--- src/rtl/dsm_pkg.sv ---
`timescale 1ns / 1ps

package dsm_pkg;

    localparam int SLOT_W = 2;
    localparam int CW_W   = 32;

    localparam logic [1:0] OP_ADD    = 2'd0;
    localparam logic [1:0] OP_REMOVE = 2'd1;
    localparam logic [1:0] OP_QUERY  = 2'd2;

    localparam logic [1:0] KIND_EXEC   = 2'd0;
    localparam logic [1:0] KIND_WRITE  = 2'd1;
    localparam logic [1:0] KIND_READ   = 2'd2;
    localparam logic [1:0] KIND_ACCESS = 2'd3;

    localparam logic [1:0] RW_EXECUTE = 2'd0;
    localparam logic [1:0] RW_WRITE   = 2'd1;
    localparam logic [1:0] RW_ACCESS  = 2'd3;

    localparam logic [1:0] REG_ALLOW_EIGHT_BYTE = 2'd0;

    localparam logic [CW_W-1:0] SLOT0_EXTRA = 32'h0000_0302;

    typedef struct packed {
        logic [1:0]  op;
        logic [1:0]  kind;
        logic [63:0] addr;
        logic [3:0]  length;
        logic [3:0]  status_bits;
    } req_t;

    typedef struct packed {
        logic            ok;
        logic [1:0]      slot;
        logic [63:0]     hit_addr;
        logic [1:0]      hit_kind;
        logic [CW_W-1:0] control_word;
    } rsp_t;

    typedef struct packed {
        logic       hit;
        logic       ok;
        logic [1:0] rw;
    } scan_t;

    typedef enum logic [1:0] {
        ST_IDLE,
        ST_SCAN,
        ST_RESP
    } state_t;

endpackage

--- src/rtl/dsm_slot_unit.sv ---
`timescale 1ns / 1ps

module dsm_slot_unit #(
    parameter int ADDR_WIDTH = 64
) (
    input  logic [dsm_pkg::CW_W-1:0]   cw,
    input  logic [ADDR_WIDTH-1:0]      slot_addr,
    input  logic [ADDR_WIDTH-1:0]      req_addr,
    input  logic [1:0]                 op,
    input  logic [1:0]                 kind,
    input  logic [1:0]                 len_code,
    input  logic                       flagged,
    input  logic [dsm_pkg::SLOT_W-1:0] idx,
    output dsm_pkg::scan_t             scan,
    output logic [dsm_pkg::CW_W-1:0]   cw_next
);

    logic [4:0]              en_sh;
    logic [4:0]              fld_sh;
    logic [1:0]              en;
    logic [1:0]              rw;
    logic                    addr_eq;
    logic [dsm_pkg::CW_W-1:0] add_cw;
    logic [dsm_pkg::CW_W-1:0] rem_cw;

    assign en_sh   = {2'b00, idx, 1'b0};
    assign fld_sh  = {1'b1, idx, 2'b00};
    assign en      = cw[en_sh +: 2];
    assign rw      = cw[fld_sh +: 2];
    assign addr_eq = (slot_addr == req_addr);

    always_comb
    begin
        add_cw = (cw & ~(32'hF << fld_sh)) | ({28'd0, len_code, kind} << fld_sh)
                 | (32'h1 << en_sh);
        if (idx == '0)
        begin
            add_cw = add_cw | dsm_pkg::SLOT0_EXTRA;
        end
        rem_cw = cw & ~(32'h3 << en_sh);
    end

    always_comb
    begin
        scan.hit = 1'b0;
        scan.ok  = 1'b0;
        scan.rw  = rw;
        cw_next  = cw;
        case (op)
            dsm_pkg::OP_ADD:
            begin
                scan.hit = (en == 2'b00);
                scan.ok  = 1'b1;
                cw_next  = add_cw;
            end
            dsm_pkg::OP_REMOVE:
            begin
                scan.hit = addr_eq &&
                           ((rw == dsm_pkg::RW_EXECUTE) == (kind == dsm_pkg::KIND_EXEC));
                scan.ok  = 1'b1;
                cw_next  = rem_cw;
            end
            dsm_pkg::OP_QUERY:
            begin
                scan.hit = flagged && (en != 2'b00);
                if (kind == dsm_pkg::KIND_EXEC)
                begin
                    scan.ok = addr_eq && (rw == dsm_pkg::RW_EXECUTE);
                end
                else
                begin
                    scan.ok = (rw == dsm_pkg::RW_WRITE) || (rw == dsm_pkg::RW_ACCESS);
                end
            end
            default:
            begin
                scan.hit = 1'b0;
            end
        endcase
    end

endmodule

--- src/rtl/debug_slot_manager.sv ---
`timescale 1ns / 1ps
// Each request beat gets one response beat; rejected and unused requests
// skip the scan, which checks one slot per cycle through a single shared
// compare unit.
// One request in flight: the next is taken only after the response beat.
// Reset: control word and slot addresses clear, allow_eight_byte set to 1.

module debug_slot_manager #(
    parameter int NUM_SLOTS  = 4,
    parameter int ADDR_WIDTH = 64
) (
    input  logic          clk,
    input  logic          rst_n,
    input  logic          req_valid,
    output logic          req_ready,
    input  dsm_pkg::req_t req,
    output logic          rsp_valid,
    input  logic          rsp_ready,
    output dsm_pkg::rsp_t rsp,
    input  logic          psel,
    input  logic          penable,
    input  logic          pwrite,
    input  logic [1:0]    paddr,
    input  logic [31:0]   pwdata,
    output logic [31:0]   prdata,
    output logic          pready
);

    localparam int IDX_W = (NUM_SLOTS > 1) ? $clog2(NUM_SLOTS) : 1;

    dsm_pkg::state_t           state_reg, state_next;
    logic [IDX_W-1:0]          idx_reg, idx_next;
    dsm_pkg::req_t             req_reg, req_next;
    dsm_pkg::rsp_t             rsp_reg, rsp_next;
    logic [dsm_pkg::CW_W-1:0]  cw_reg, cw_next;
    logic [ADDR_WIDTH-1:0]     slot_addr_reg [NUM_SLOTS];
    logic                      allow_reg;

    logic                      slot_we;
    logic [ADDR_WIDTH-1:0]     slot_wdata;
    logic [ADDR_WIDTH-1:0]     req_addr;
    logic                      size_ok;
    logic                      pass;
    dsm_pkg::scan_t            scan;
    logic [dsm_pkg::CW_W-1:0]  unit_cw;
    logic [1:0]                len_code;

    assign pready    = 1'b1;
    assign prdata    = {31'd0, allow_reg};
    assign req_ready = (state_reg == dsm_pkg::ST_IDLE);
    assign rsp_valid = (state_reg == dsm_pkg::ST_RESP);
    assign rsp       = rsp_reg;
    assign req_addr  = req_reg.addr[ADDR_WIDTH-1:0];
    assign len_code  = req_reg.length[1:0] - 2'd1;

    always_comb
    begin
        case (req.length)
            4'd1:    size_ok = 1'b1;
            4'd2:    size_ok = (req.addr[0] == 1'b0);
            4'd4:    size_ok = (req.addr[1:0] == 2'b00);
            4'd8:    size_ok = allow_reg && (req.addr[2:0] == 3'b000);
            default: size_ok = 1'b0;
        endcase
        case (req.op)
            dsm_pkg::OP_ADD,
            dsm_pkg::OP_REMOVE: pass = (req.kind != dsm_pkg::KIND_READ) && size_ok;
            dsm_pkg::OP_QUERY:  pass = 1'b1;
            default:            pass = 1'b0;
        endcase
    end

    dsm_slot_unit #(
        .ADDR_WIDTH(ADDR_WIDTH)
    ) u_unit (
        .cw       (cw_reg),
        .slot_addr(slot_addr_reg[idx_reg]),
        .req_addr (req_addr),
        .op       (req_reg.op),
        .kind     (req_reg.kind),
        .len_code (len_code),
        .flagged  (req_reg.status_bits[idx_reg]),
        .idx      (dsm_pkg::SLOT_W'(idx_reg)),
        .scan     (scan),
        .cw_next  (unit_cw)
    );

    always_comb
    begin
        state_next = state_reg;
        idx_next   = idx_reg;
        req_next   = req_reg;
        rsp_next   = rsp_reg;
        cw_next    = cw_reg;
        slot_we    = 1'b0;
        slot_wdata = '0;
        case (state_reg)
            dsm_pkg::ST_IDLE:
            begin
                if (req_valid)
                begin
                    req_next = req;
                    idx_next = '0;
                    rsp_next = '0;
                    rsp_next.control_word = cw_reg;
                    state_next = pass ? dsm_pkg::ST_SCAN : dsm_pkg::ST_RESP;
                end
            end
            dsm_pkg::ST_SCAN:
            begin
                if (scan.hit)
                begin
                    rsp_next.ok   = scan.ok;
                    rsp_next.slot = dsm_pkg::SLOT_W'(idx_reg);
                    if (req_reg.op == dsm_pkg::OP_QUERY)
                    begin
                        rsp_next.hit_kind = scan.rw;
                        if (req_reg.kind != dsm_pkg::KIND_EXEC)
                        begin
                            rsp_next.hit_addr = 64'(slot_addr_reg[idx_reg]);
                        end
                    end
                    else
                    begin
                        slot_we    = 1'b1;
                        slot_wdata = (req_reg.op == dsm_pkg::OP_ADD) ? req_addr : '0;
                        cw_next    = unit_cw;
                    end
                    rsp_next.control_word = unit_cw;
                    state_next = dsm_pkg::ST_RESP;
                end
                else if (idx_reg == IDX_W'(NUM_SLOTS - 1))
                begin
                    state_next = dsm_pkg::ST_RESP;
                end
                else
                begin
                    idx_next = idx_reg + 1'b1;
                end
            end
            dsm_pkg::ST_RESP:
            begin
                if (rsp_ready)
                begin
                    state_next = dsm_pkg::ST_IDLE;
                end
            end
            default:
            begin
                state_next = dsm_pkg::ST_IDLE;
            end
        endcase
    end

    always_ff @(posedge clk or negedge rst_n)
    begin
        if (!rst_n)
        begin
            state_reg <= dsm_pkg::ST_IDLE;
            idx_reg   <= '0;
            cw_reg    <= '0;
            allow_reg <= 1'b1;
        end
        else
        begin
            state_reg <= state_next;
            idx_reg   <= idx_next;
            cw_reg    <= cw_next;
            if (psel && penable && pwrite && paddr == dsm_pkg::REG_ALLOW_EIGHT_BYTE)
            begin
                allow_reg <= pwdata[0];
            end
        end
    end

    always_ff @(posedge clk)
    begin
        req_reg <= req_next;
        rsp_reg <= rsp_next;
    end

    always_ff @(posedge clk or negedge rst_n)
    begin
        if (!rst_n)
        begin
            for (int i = 0; i < NUM_SLOTS; i++)
            begin
                slot_addr_reg[i] <= '0;
            end
        end
        else if (slot_we)
        begin
            slot_addr_reg[idx_reg] <= slot_wdata;
        end
    end

endmodule

--- config.mk ---
export PLATFORM = sky130hd
export DESIGN_NAME = debug_slot_manager
export DESIGN_NICKNAME = d
export VERILOG_FILES = /design/src/rtl/dsm_pkg.sv /design/src/rtl/dsm_slot_unit.sv /design/src/rtl/debug_slot_manager.sv
export SDC_FILE = /design/constraint.sdc
export NUM_CORES = 1
export LEC_CHECK = 0
export BUFFER_PORTS_ARGS = -buffer_cell sky130_fd_sc_hd__buf_2
export CORE_ASPECT_RATIO = 0.75
export CORE_MARGIN = 2
export CORE_UTILIZATION = 55
export CTS_BUF_LIST = sky130_fd_sc_hd__clkbuf_8
export CTS_CLUSTER_SIZE = 8
export DETAILED_ROUTE_END_ITERATION = 6
export PLACE_DENSITY = 0.73
export SLEW_MARGIN = 20
export SYNTH_ARGS = -nofsm -noshare
export SYNTH_HDL_FRONTEND = slang
export SYNTH_SLANG_ARGS = --single-unit
export TNS_END_PERCENT = 30
--- constraint.sdc ---
create_clock -name clk -period 23.5 [get_ports clk]
set_clock_uncertainty 0.2 [all_clocks]
set_input_delay 2.35 -clock clk [delete_from_list [all_inputs] [get_ports clk]]
set_output_delay 2.35 -clock clk [all_outputs]
set_load 0.1 [all_outputs]
* Yosys cells after proc, flatten, opt, wreduce, memory -nomap -nowiden
Index checks and enable logic that the tools add are counted.
** Word-level totals
- Flip-flop bits (word level) :: 468
- Input port bits :: 117
- Output and inout bits :: 136
** Operators by class
- Add/subtract/negate cells :: 2
- Magnitude comparators :: 3
- Equality and inequality tests :: 24
- Shift-type cells :: 6
- Mux-type cells :: 37
- Bitwise operators :: 9
- Reductions and logical operators :: 32
** Operators by type and width (count)
- 2-to-1 mux 64 bit :: 8
- bitwise mux 256 bit :: 1
- 2-to-1 mux 101 bit :: 2
- case mux 101 bit (2 select lines) :: 1
- binary-select mux 64 bit (select 2 bit) :: 1
- demux 64 bit (select 2 bit) :: 1
- 2-to-1 mux 66 bit :: 1
- AND 32 bit :: 2
- equality test 64 bit :: 1
- inverter 32 bit :: 2
- bitwise OR 32 bit :: 2
- case mux 32 bit (2 select lines) :: 1
- variable part select 32 x 4 -> 2 bit :: 1
- variable part select 32 x 6 -> 2 bit :: 1
- left shift 1 x 3 -> 32 bit, first input constant :: 1
- left shift 2 x 3 -> 32 bit, first input constant :: 1
- left shift 4 x 5 -> 32 bit :: 1
- left shift 4 x 5 -> 32 bit, first input constant :: 1
- zero test 2 bit :: 9
- 2-to-1 mux 2 bit :: 8
- != test 2 bit, second input constant :: 7
- equality test 2 bit, second input constant :: 5
- 2-to-1 mux 10 bit :: 1
- logical AND 1 bit :: 9
- other kinds (30) :: 45

* Logic depth before layout (Yosys ltp)
Gate-level depths: netlist of run 1.
- Word-level depth :: 10
- Gate-level depth with buffers :: 14

* Hierarchy
A second synthesis of run 1 with hierarchy kept.
** Second synthesis, totals
- Cell total of the unflattened synthesis :: 1573
- Area, all modules :: 20314.5 sq um
** By module, submodules not included
- debug_slot_manager :: instances 1, cells each 1422, area an instance 19078.3 sq um, sequential area each 12588.3 sq um
- dsm_slot_unit :: instances 1, cells each 151, area an instance 1236.2 sq um, sequential area each 0.0 sq um

* Worst setup path after synthesis of run 1
OpenSTA, ideal clock, no wires.
- Kind :: input port to flip-flop
- From :: in req_valid
- To :: reg rsp_reg, in the netlist rsp[34], enable pin
- Library setup time :: 0.584 ns
- Data arrival time :: 10.210 ns
- Setup slack :: 12.506 ns
- Stages :: 4
- Buffers on the path :: 1
- Cell sequence :: and2_1 clkbuf_1 a21o_1 a21boi_0
** On the way
- Longest elaborated chain between the ends :: 2
** RTL lines
- from (decl) :: RTL line debug_slot_manager.sv:14 : input logic req_valid,
- != test 2 bit (no line)
- AND reduction 5 bit (no line)
- to (signal assigned) :: RTL line debug_slot_manager.sv:179 : rsp_reg <= rsp_next;
- to (decl) :: RTL line debug_slot_manager.sv:34 : dsm_pkg::rsp_t rsp_reg, rsp_next;
Every way passes these cells.
A chain may end at the register's enable or synchronous reset.

* Worst setup path after layout of run 1
- From :: reg idx_reg[0]
- To :: reg slot_addr_reg[182] (netlist name)
** On the way
- Longest elaborated chain between the ends :: 10
- Elaborated cells between the ends (all ways) :: 26
- Those cells by class :: 2 x order compare; 2 x eq/ne; 2 x shift; 13 x mux; 1 x bitwise; 6 x reduce/logical
** RTL lines
- from (decl) :: RTL line debug_slot_manager.sv:32 : logic [IDX_W-1:0] idx_reg, idx_next;
- from (signal assigned) :: RTL line debug_slot_manager.sv:167 : idx_reg <= idx_next;
- inverter 2 -> 3 bit (implied by the code) :: RTL line debug_slot_manager.sv:77, debug_slot_manager.sv:193
- binary-select mux 64 bit (select 2 bit) :: RTL line debug_slot_manager.sv:77 : .slot_addr(slot_addr_reg[idx_reg]),
- 2-to-1 mux 64 bit (implied by the code) (2 in a row) :: RTL line debug_slot_manager.sv:77
- equality test 64 bit :: RTL line dsm_slot_unit.sv:30 : assign addr_eq = (slot_addr == req_addr);
- logical AND 1 bit :: RTL line dsm_slot_unit.sv:58 : scan.hit = addr_eq &&
- case mux 1 bit (3 select lines) :: RTL line dsm_slot_unit.sv:49 : case (op)
- 2-to-1 mux 64 bit :: RTL line debug_slot_manager.sv:111 : if (scan.hit)
- 2-to-1 mux 64 bit :: RTL line debug_slot_manager.sv:97 : case (state_reg)
- bitwise mux 256 bit :: RTL line debug_slot_manager.sv:193 : slot_addr_reg[idx_reg] <= slot_wdata;
- to (signal, indexed assignment) :: RTL line debug_slot_manager.sv:193
- to (decl) :: RTL line debug_slot_manager.sv:36 : logic [ADDR_WIDTH-1:0] slot_addr_reg [NUM_SLOTS];
Parallel ways exist; a longest one is shown, timed or not. The select of a mux whose other input is x is not followed.

==> results of run 1 <==
final timing paths:
check / start / end / slack, ns / cells past startpoint
max in group asynchronous: rst_n / slot_addr_reg[110] / 19.96 / 2
worst max-delay path: idx_reg[0] / slot_addr_reg[182] / 16.71 / 10
worst min-delay path: cw_reg[10] / cw_reg[10] / 0.18 / 0
worst max register to register: idx_reg[0] / slot_addr_reg[182] / 16.71 / 10
worst min register to register: cw_reg[10] / cw_reg[10] / 0.18 / 0
min in group asynchronous: rst_n / slot_addr_reg[15] / 1.61 / 1
critical path: stages, from the launching register on:
cell     delay, ns
dfrtp_4       0.95
buf_4         0.79
mux4_2        0.62
xnor2_1       0.36
nand4_1       0.18
nor4_1        0.55
nand4_1       0.43
o21ai_2       0.87
nand3_4       0.57
buf_4         0.60
mux2_4        0.42
cell families (layout without fill, tap and decap cells):
logic type	Yosys count	in the layout	synth area share [%]
compound gates	62	62	2.12
xor+xnor	66	66	2.83
fa+ha+maj	4	4	0.245
buf+inv	124	345	3.34
flops	468	468	61.6
mux	327	327	22.8
other cells	2	33	0.0367
simple gates	255	255	7.07
power groups by stage:
| stage | Combinational (mW) | Sequential (mW) | Clock, mW |
|---|---|---|---|
| after floorplan | 0.255 | 1.38 | 0 |
| after global placement | 0.754 | 1.04 | 0 |
| after detailed placement | 0.757 | 1.05 | 0 |
| after CTS | 0.759 | 1.03 | 0.655 |
| after global routing | 0.784 | 1.04 | 0.691 |
| final | 0.754 | 1.03 | 0.641 |
layout make-up:
class                      count  area, µm²  share of cell area, %
tap                          504        631                   2.74
antenna                        1       2.50                 0.0109
clock inverter                51        195                  0.847
multi-input combinational    746       7360                   31.9
sequential                   468      12600                   54.6
inverter                       5       18.8                 0.0814
clock buffer                  85       1170                   5.08
timing repair buffer         204       1080                   4.69
per-layer routing:
layer	GRT usage [%]	part of all wire (%)	up-vias
met1	35.7	46	6177
met4	7.87	2.2	2
li1	-	-	5122
met3	5.39	5.9	81
met2	37.3	46	377
met5	0	0.028	-
cells in the final DEF (no fill, tap or decap), drive strengths merged, types with 14 or more instances in the layout:
| master | n |
|---|---|
| a22o | 14 |
| and2 | 71 |
| and3 | 64 |
| buf | 204 |
| clkbuf | 85 |
| conb | 32 |
| dfrtp | 292 |
| edfxtp | 175 |
| inv | 50 |
| mux2 | 257 |
| mux4 | 67 |
| nand2 | 41 |
| nand3 | 14 |
| nand4 | 17 |
| nor2 | 16 |
| o21ai | 21 |
| xnor2 | 65 |
Yosys cell counts, drive strengths merged (2+ instances only):
library cell  instances
dfrtp               292
mux2                257
edfxtp              175
and2                 71
buf                  71
mux4                 67
xnor2                65
and3                 64
clkbuf               48
nand2                41
o21ai                21
nand4                17
nor2                 16
a22o                 14
nand3                14
nor3                 10
nand2b                7
a21oi                 6
inv                   5
nor2b                 5
nor4                  5
a21boi                4
ha                    4
a21o                  3
mux2i                 3
o31ai                 3
a32o                  2
conb                  2
o2bb2ai               2
or3                   2
metrics by stage:
stage	utilization (%)	hold slack (ns)	setup WS, ns	area (µm²)
after detailed placement	58.8	0.164	16.71	21700
final	62.5	0.175	16.71	23100
after CTS	62.5	0.178	16.69	23000
after global placement	58.8	0.160	16.76	21700
after global routing	62.5	0.198	16.34	23100
after floorplan	-	0.225	12.51	20600
==> summary.md, run 1 <==
| Metric | Value |
|---|---|
| Total wire length | `46600 µm` |
| Share of the synthesized area in the top cell type | `35.7%` |
| Ys Warns | `0` |
| Placer Congestion | `0.828` |
| Layout cell share with drive strength beyond 1 | `40.4%` |
| Clock sink count | `468` |
| Total power | `2.43 mW` |
| Placed cell count | `1927` |
| Max Buffers Root-to-Sink | `3` |
| First-pass iteration count of the detailed router | `5` |
| Fillcell total | `2788` |
| Critical Path Source Type | `flop` |
| Final period util | `28.9%` |
| Layout Nets | `1620` |
| Drt drc | `0` |
| Register area share after synthesis | `61.6%` |
| Syn Inst Count | `1308` |
| Drt wl/cell | `22.6 µm` |
| Via count | `11800` |
| Max reg flops | `256` |
| Vias per std cell | `5.70` |
| Cell variety after synth | `49` |
| RSZ-0062 raised after global routing | `false` |
| Clk root buf | `clkbuf_8` |
| Seq pwr share | `42.5%` |
| I/O pin total | `253` |
| Final slew viol count | `0` |
| Required time of the worst setup path | `23.79 ns` |
| Worst Setup End Kind | `flop` |
| CTS Buf Count | `74` |
| Max VDD drop | `0.0000713 V` |
| Worst-path clk slew | `0.06 ns` |
| Hold_buf cts | `0` |
| Width of the die | `227 µm` |
| Final HPWL DP | `28300 µm` |
| Net Sw Power | `1.00 mW` |
| Tmin final | `6.79 ns` |
| Rel. slew slack | `29.6%` |
| Pwr Density | `105 nW/µm²` |
| Final hold violations | `0` |
| Vias in the first global route | `12100` |
| Internal Power | `1.42 mW` |
| Row cnt | `61` |
| Clock power share | `26.4%` |
| Post-cts sizing count | `0` |
| Avg Inst Size Synth | `15.6 µm²` |
| Status | `complete, no violations` |
| H-tree Lvls | `3` |
| Share of flip-flops with an asynchronous set or reset | `62.6%` |
| Number of setup buffers added after CTS | `0` |
| GRT Util Overall | `24.6%` |
| CP Max Fanout | `46` |
| Gr ovfl total | `0` |
| Area grow syn2layout | `12.7%` |
| Main area contributors after synthesis | `dfrtp_1 (36%), edfxtp_1 (26%), mux2_2 (11%)` |
| Switching Fraction | `41.3%` |
| Critical path type | `reg -> reg` |
| Cell taking the most area after synthesis | `dfrtp_1` |
| Final setup viols | `0` |
| Fin cells | `2064` |
| CTS tree | `yes` |
| Die Ht | `171 µm` |
| Antenna violations before repair | `3` |
| DIE AREA | `38700 µm²` |
| Post-synth EDFFs | `175` |
| Min-Delay Path Class | `reg -> reg` |
| Max frequency | `147 MHz` |
| Pin count of the biggest net entering global routing | `180` |
| Critical Path AT | `7.08 ns` |
| Post-Route Setup TNS | `0 ns` |
| Drt first-iter violations | `1007` |
| Max Cap Viol | `0` |
| Buffers on Ports | `189` |
| First-pass GRT wire length | `70700 µm` |
| Mapped Area | `20400 µm²` |
| Worst-margin pin slew | `1.06 ns` |
| Starting density of the core | `55.5%` |
| Core area | `36900 µm²` |
| Number of routed nets with antenna violations | `0` |
| Clock Latency Late Sink | `0.63 ns` |
| Pleak | `10.7 nW` |
| FF+latch count, synth | `468` |
| Dominant synthesized flop cell | `dfrtp_1` |
| Comb pwr share | `31.1%` |
Power figures use the tool's default switching activity.
==> run 2: changes to the inputs <==
--- a/config.mk
+++ b/config.mk
@@ -5,6 +5,7 @@
 export SDC_FILE = /design/constraint.sdc
 export NUM_CORES = 1
 export LEC_CHECK = 0
+export ABC_AREA = 1
 export BUFFER_PORTS_ARGS = -buffer_cell sky130_fd_sc_hd__buf_2
 export CORE_ASPECT_RATIO = 0.75
 export CORE_MARGIN = 2
@@ -12,7 +13,7 @@
 export CTS_BUF_LIST = sky130_fd_sc_hd__clkbuf_8
 export CTS_CLUSTER_SIZE = 8
 export DETAILED_ROUTE_END_ITERATION = 6
-export PLACE_DENSITY = 0.73
+export PLACE_DENSITY = 0.76
 export SLEW_MARGIN = 20
 export SYNTH_ARGS = -nofsm -noshare
 export SYNTH_HDL_FRONTEND = slang
==> constraint.sdc (replaced) <==
create_clock -name clk -period 6 [get_ports clk]
set_clock_uncertainty 0.2 [all_clocks]
set_input_delay 0.6 -clock clk [delete_from_list [all_inputs] [get_ports clk]]
set_output_delay 0.6 -clock clk [all_outputs]
set_load 0.1 [all_outputs]
==> run 2 against run 1 <==
  * Cell count increased by 61%
  * Core utilization increased by 1.0 points
  * Flip-flop and latch count unchanged
  * Area after synthesis increased by 7.2%
  * Total power increased to 4.4 times the previous value
  * Clock power increased to 4.1 times the previous value
  * Clock-buffer cell count increased by 4
  * Design area increased by 8.7%
  * Setup slack got worse by 16 ns
  * Critical path depth increased by 8
  * Hold slack got worse by 0.14 ns
  * Register-to-register slack got worse by 16 ns
  * Largest cell class unchanged
  * Largest power group unchanged
==> summary.md, run 2 <==
| Metric | Value |
|---|---|
| Status | `complete, no violations` |
| RSZ-0062 raised after global routing | `false` |
| Layout cell share with drive strength beyond 1 | `12.1%` |
| Fillcell total | `3253` |
| Register area share after synthesis | `57.4%` |
| Critical path type | `reg -> reg` |
| GRT Util Overall | `28.1%` |
| Final hold slack | `0.0387 ns` |
| Cell taking the most area after synthesis | `dfrtp_1` |
| First-pass iteration count of the detailed router | `6` |
| Critical Path AT | `5.16 ns` |
| Worst-margin pin slew | `1.16 ns` |
| Via count | `18700` |
| Final hold violations | `0` |
| Diodes inserted | `0` |
| Vias per std cell | `5.61` |
| Main area contributors after synthesis | `dfrtp_1 (33%), edfxtp_1 (24%), nand2_1 (16%)` |
| Most frequent cells in the layout | `nand2_1 (928), dfrtp_1 (290), nand3_1 (264)` |
| Max frequency | `208 MHz` |
| Final slew viol count | `0` |
| Post-cts sizing count | `0` |
| Worst-path clk slew | `0.07 ns` |
| Post-Route Setup TNS | `0 ns` |
| Gr ovfl total | `0` |
| Rel. slew slack | `22.8%` |
| Buffers on Ports | `189` |
| Final HPWL DP | `31700 µm` |
| DIE AREA | `41500 µm²` |
| Clk root buf | `clkbuf_8` |
| Required time of the worst setup path | `6.35 ns` |
| I/O pin total | `253` |
| Core area | `39400 µm²` |
| Row cnt | `63` |
| CTS Buf Count | `75` |
| First-pass GRT wire length | `92100 µm` |
| Hold_buf cts | `77` |
| Cell variety after synth | `36` |
| Pin count of the biggest net entering global routing | `241` |
| CTS tree | `yes` |
| Commonest cells in the synthesized netlist | `nand2_1 (928), dfrtp_1 (292), nand3_1 (266)` |
| Vias in the first global route | `18000` |
| Die Ht | `177 µm` |
| Placer Congestion | `0.843` |
| Dominant synthesized flop cell | `dfrtp_1` |
| FF+latch count, synth | `468` |
| Syn Inst Count | `2561` |
| Final Util | `63.6%` |
| Share of flip-flops with an asynchronous set or reset | `62.6%` |
| Width of the die | `235 µm` |
| Number of setup buffers added after CTS | `0` |
| Most common cell after layout, fill and taps aside | `nand2_1` |
| Post-synth EDFFs | `175` |
| Clock sink count | `468` |
| Clock Latency Late Sink | `0.65 ns` |
| Total power | `10.7 mW` |
| Max Cap Viol | `0` |
| Antenna violations before repair | `0` |
| Max reg flops | `256` |
| Area grow syn2layout | `14.3%` |
| Count leader, synth | `nand2_1` |
| CP Max Fanout | `70` |
| Drt first-iter violations | `2246` |
| Drt drc | `0` |
| Max VDD drop | `0.000332 V` |
| H-tree Lvls | `3` |
| Pleak | `11.5 nW` |
| Ys Warns | `0` |
| Worst Setup End Kind | `flop` |
| Layout Nets | `2872` |
| Pwr Density | `426 nW/µm²` |
| Total wire length | `57300 µm` |
| Mapped Area | `21900 µm²` |
| Min-Delay Path Class | `in -> reg` |
| Final setup viols | `0` |
| Starting density of the core | `55.6%` |
| Share of the synthesized area in the top cell type | `33.3%` |
| Max Buffers Root-to-Sink | `3` |
| Critical Path Source Type | `flop` |
| Number of routed nets with antenna violations | `0` |
| Tmin final | `4.81 ns` |
| Drt wl/cell | `17.2 µm` |
| Final period util | `80.1%` |
| Avg Inst Size Synth | `8.56 µm²` |
## run 2: cell count changes in the layout (fill, tap and decap cells not counted), sizes merged, moves of 16 or more
cell,before,now
nand3,14,268
inv,50,157
o21ai,21,163
mux2,257,0
buf,204,220
xnor2,65,0
nand4,17,144
and3,64,0
dlygate4sd3,0,77
nand2,41,932
mux4,67,0
and2,71,0
nor2,16,202
## run 2: final cells by class
class	instances	area, µm²	area share [%]
inverter	116	440	1.76
multi-input combinational	1793	7890	31.5
tap	520	651	2.60
timing repair buffer	297	2020	8.07
clock buffer	89	1220	4.89
sequential	468	12600	50.3
clock inverter	49	233	0.929
## run 2: per-stage QoR
step	setup slack [ns]	std cells	cell area, µm²
2_1_floorplan	0.00361	2591	22000
3_5_place_dp	1.26	3117	22800
5_1_grt	0.803	3332	25100
3_3_place_gp	1.37	3117	22800
6_report	1.19	3332	25100
4_1_cts	1.27	3332	25100
## run 2: cell families (layout without fill, tap and decap cells)
kind of cell	Yosys count	count (layout)	share of synthesized area, %
adders and majority gates	4	4	0.228
DFF	468	468	57.4
AOI/OAI and AO/OA	202	202	4.79
other	2	32	0.0343
and+or+nand+nor	1551	1551	29.9
xor gates and xnor gates	4	4	0.160
buffers and inverters	330	551	7.45
## run 2: path summary, 6_finish.rpt
| path | start | endpoint | slack [ns] | cells past startpoint |
|---|---|---|---|---|
| worst min-delay path | rsp_ready | state_reg[1] | 0.04 | 4 |
| worst min register to register | cw_reg[11] | cw_reg[11] | 0.17 | 0 |
| max in group asynchronous | rst_n | idx_reg[0] | 3.69 | 3 |
| worst max register to register | idx_reg[0] | slot_addr_reg[212] | 1.19 | 18 |
| worst max-delay path | idx_reg[0] | slot_addr_reg[212] | 1.19 | 18 |
| min in group asynchronous | rst_n | slot_addr_reg[200] | 0.43 | 2 |
## run 2: worst max-delay path, stage by stage (launching register included)
cell     delay [ns]
dfrtp_4        0.50
inv_4          0.44
buf_12         0.35
nand2_1        0.09
nand3_1        0.09
nand2_1        0.11
nand2_1        0.08
nand2_1        0.06
nor2_1         0.10
nand2_1        0.05
nor2_1         0.18
nand2_1        0.14
nor2_2         0.24
nand3_2        0.18
nand2_8        0.38
buf_4          0.50
buf_4          0.51
nand3_1        0.19
o21ai_1        0.20
## run 2: metal layers
layer / share of wire [%] / vias up / GRT usage (%)
met5: 0 / - / 0
met4: 3.3 / 0 / 12.2
met3: 8.1 / 150 / 5.04
met2: 47 / 877 / 44.0
met1: 42 / 8884 / 38.7
li1: - / 8774 / -
## run 2: report_power, final
part,total (mW),internal [mW],switching [mW]
registers,4.02,3.85,0.178
logic,3.99,0.572,3.41
clock network,2.66,1.39,1.27
total,10.7,5.81,4.86
==> run 3: changes to the inputs <==
==> constraint.sdc (replaced) <==
create_clock -name clk -period 3.88 [get_ports clk]
set_clock_uncertainty 0.2 [all_clocks]
set_input_delay 0.388 -clock clk [delete_from_list [all_inputs] [get_ports clk]]
set_output_delay 0.388 -clock clk [all_outputs]
set_load 0.1 [all_outputs]
==> run 3 against run 2 <==
  * Hold slack improved by 0.10 ns
  * Highest routed layer unchanged
  * Cell count increased by 0.36%
  * Largest power group is now combinational cells
  * First-iteration DRC count decreased by 0.45%
  * Core utilization increased by 0.74 points
  * Register-to-register slack got worse by 0.96 ns
  * Wire length increased by 2.1%
  * Critical path depth increased by 1
  * Via count increased by 0.75%
  * Sequential share of layout area decreased by 0.58 points
  * Maximum frequency increased by 32%
  * Flip-flop and latch count unchanged
  * Global-route usage increased by 0.45 points
==> summary.md, run 3 (synthesis results as in run 2) <==
| Metric | Value |
|---|---|
| Area grow syn2layout | `15.6%` |
| Core area | `39400 µm²` |
| Final hold violations | `0` |
| Tmin final | `3.65 ns` |
| Critical Path AT | `3.96 ns` |
| Status | `complete, no violations` |
| Layout cell share with drive strength beyond 1 | `12.4%` |
| Rel. slew slack | `18.0%` |
| Pleak | `11.7 nW` |
| Clock Latency Late Sink | `0.65 ns` |
| Starting density of the core | `55.6%` |
| Critical Path Max Stage Delay | `0.54 ns` |
| Drt first-iter violations | `2236` |
| Placed cell area | `23000 µm²` |
| Most common cell after layout, fill and taps aside | `nand2_1` |
| Design area | `25300 µm²` |
| Final setup viols | `0` |
| I/O pin total | `253` |
| Number of routed nets with antenna violations | `0` |
| Crit-path slowest cell | `dfrtp_4` |
| Final HPWL DP | `32800 µm` |
| Fillcell total | `3241` |
| Pwr Density | `660 nW/µm²` |
| Total wire length | `58500 µm` |
| RSZ-0062 raised after global routing | `false` |
| Max Cap Viol | `0` |
| Max frequency | `274 MHz` |
| Diodes inserted | `0` |
| Min-Delay Path Class | `in -> async` |
| Worst-margin pin slew | `1.23 ns` |
| Critical path type | `reg -> reg` |
| Via count | `18800` |
| Critical Path Source Type | `flop` |
| CTS tree | `yes` |
| Post-Route Setup TNS | `0 ns` |
| Width of the die | `235 µm` |
| Die Ht | `177 µm` |
| Vias in the first global route | `18400` |
| Antenna violations before repair | `0` |
| Final slew viol count | `0` |
| DIE AREA | `41500 µm²` |
| Number of setup buffers added after CTS | `0` |
| Final Util | `64.3%` |
| Buffers on Ports | `189` |
| Max VDD drop | `0.000698 V` |
| GRT Util Overall | `28.5%` |
| Max Buffers Root-to-Sink | `3` |
| H-tree Lvls | `3` |
| Vias per std cell | `5.63` |
| Worst path most repeated cell | `nand2_1` |
| Reg-to-reg setup timing slack | `0.23 ns` |
| Crit path cell chain | `inv_4 -> buf_12 -> nand2_1 -> nand3_1 -> nand2_1 -> nand2_1 -> nand2_1 -> a21oi_1 -> nand2_1 -> nor2_1 -> nand2_1 -> nor2_2 -> nand3_2 -> nand2_8 -> buf_6 -> nand3_4 -> buf_4 -> nand2_1 -> nand2_1` |
| Clk root buf | `clkbuf_8` |
| R2R depth | `19` |
| First-pass GRT wire length | `93600 µm` |
| Worst Setup End Kind | `flop` |
| Required time of the worst setup path | `4.20 ns` |
| Final period util | `94.0%` |
| Worst-path clk slew | `0.06 ns` |
| Layout Nets | `2886` |
| Row cnt | `63` |
| Placer Congestion | `0.819` |
| Pin count of the biggest net entering global routing | `241` |
| Max reg flops | `256` |
| First-pass iteration count of the detailed router | `6` |
| CTS Buf Count | `76` |
| Drt wl/cell | `17.5 µm` |
| CP Max Fanout | `50` |
| Gr ovfl total | `0` |
| Clock sink count | `468` |
| Most frequent cells in the layout | `nand2_1 (928), dfrtp_1 (290), nand3_1 (264)` |
| Drt drc | `0` |
-- run 3: final cells by class --
cell class	count	area (µm²)	area share (%)
multi-input combinational	1793	7900	31.1
inverter	116	443	1.75
clock inverter	45	201	0.795
sequential	468	12600	49.7
tap	520	651	2.57
clock buffer	92	1270	5.00
timing repair buffer	310	2300	9.07
-- run 3: repair_timing --
item	CTS	global route
setup endpoints to repair	0	115
gates resized for setup	0	6
hold endpoints to repair	160	0
hold buffers	81	0
-- run 3: stage by stage --
step           power [mW]  worst slack, ns  instances  hold slack [ns]
5_1_grt              17.4           0.0167       3344            0.186
2_1_floorplan        11.2           0.0284       2591           -0.108
4_1_cts              16.7            0.158       3343            0.123
6_report             16.7            0.233       3344            0.143
3_5_place_dp         12.5            0.178       3125            0.163
3_3_place_gp         12.4            0.267       3125            0.161
-- run 3: critical path, delay by kind of cell, from the launching register on --
| kind | cells | cell delay, ns |
|---|---|---|
| and+or+nand+nor | 14 | 1.62 |
| AOI/OAI and AO/OA | 1 | 0.11 |
| buffers and inverters | 4 | 1.00 |
| DFF | 1 | 0.54 |
-- run 3: power breakdown --
group          total, mW  switching (mW)  internal [mW]
Clock               4.14            1.94           2.20
Sequential          6.22           0.277           5.94
Combinational       6.39            5.35           1.04
Total               16.7            7.56           9.18
-- run 3: path summary, 6_finish.rpt --
| kind | start | to |
|---|---|---|
| max | idx_reg[0] | slot_addr_reg[178] |
| min | rst_n | slot_addr_reg[138] |
| max reg2reg | idx_reg[0] | slot_addr_reg[178] |
| min reg2reg | cw_reg[10] | cw_reg[10] |
| max in group asynchronous | rst_n | slot_addr_reg[93] |
| min in group clk | cw_reg[10] | cw_reg[10] |
-- run 3: routing by layer --
metal / up-vias / share of wire, % / global-route usage [%] / wire length, µm
met5: - / 0 / 0 / 0
met4: 0 / 3.0 / 11.2 / 1750
met3: 137 / 8.0 / 5.99 / 4650
met2: 872 / 48 / 45.7 / 27800
met1: 9004 / 42 / 38.3 / 24300
li1: 8813 / - / - / -
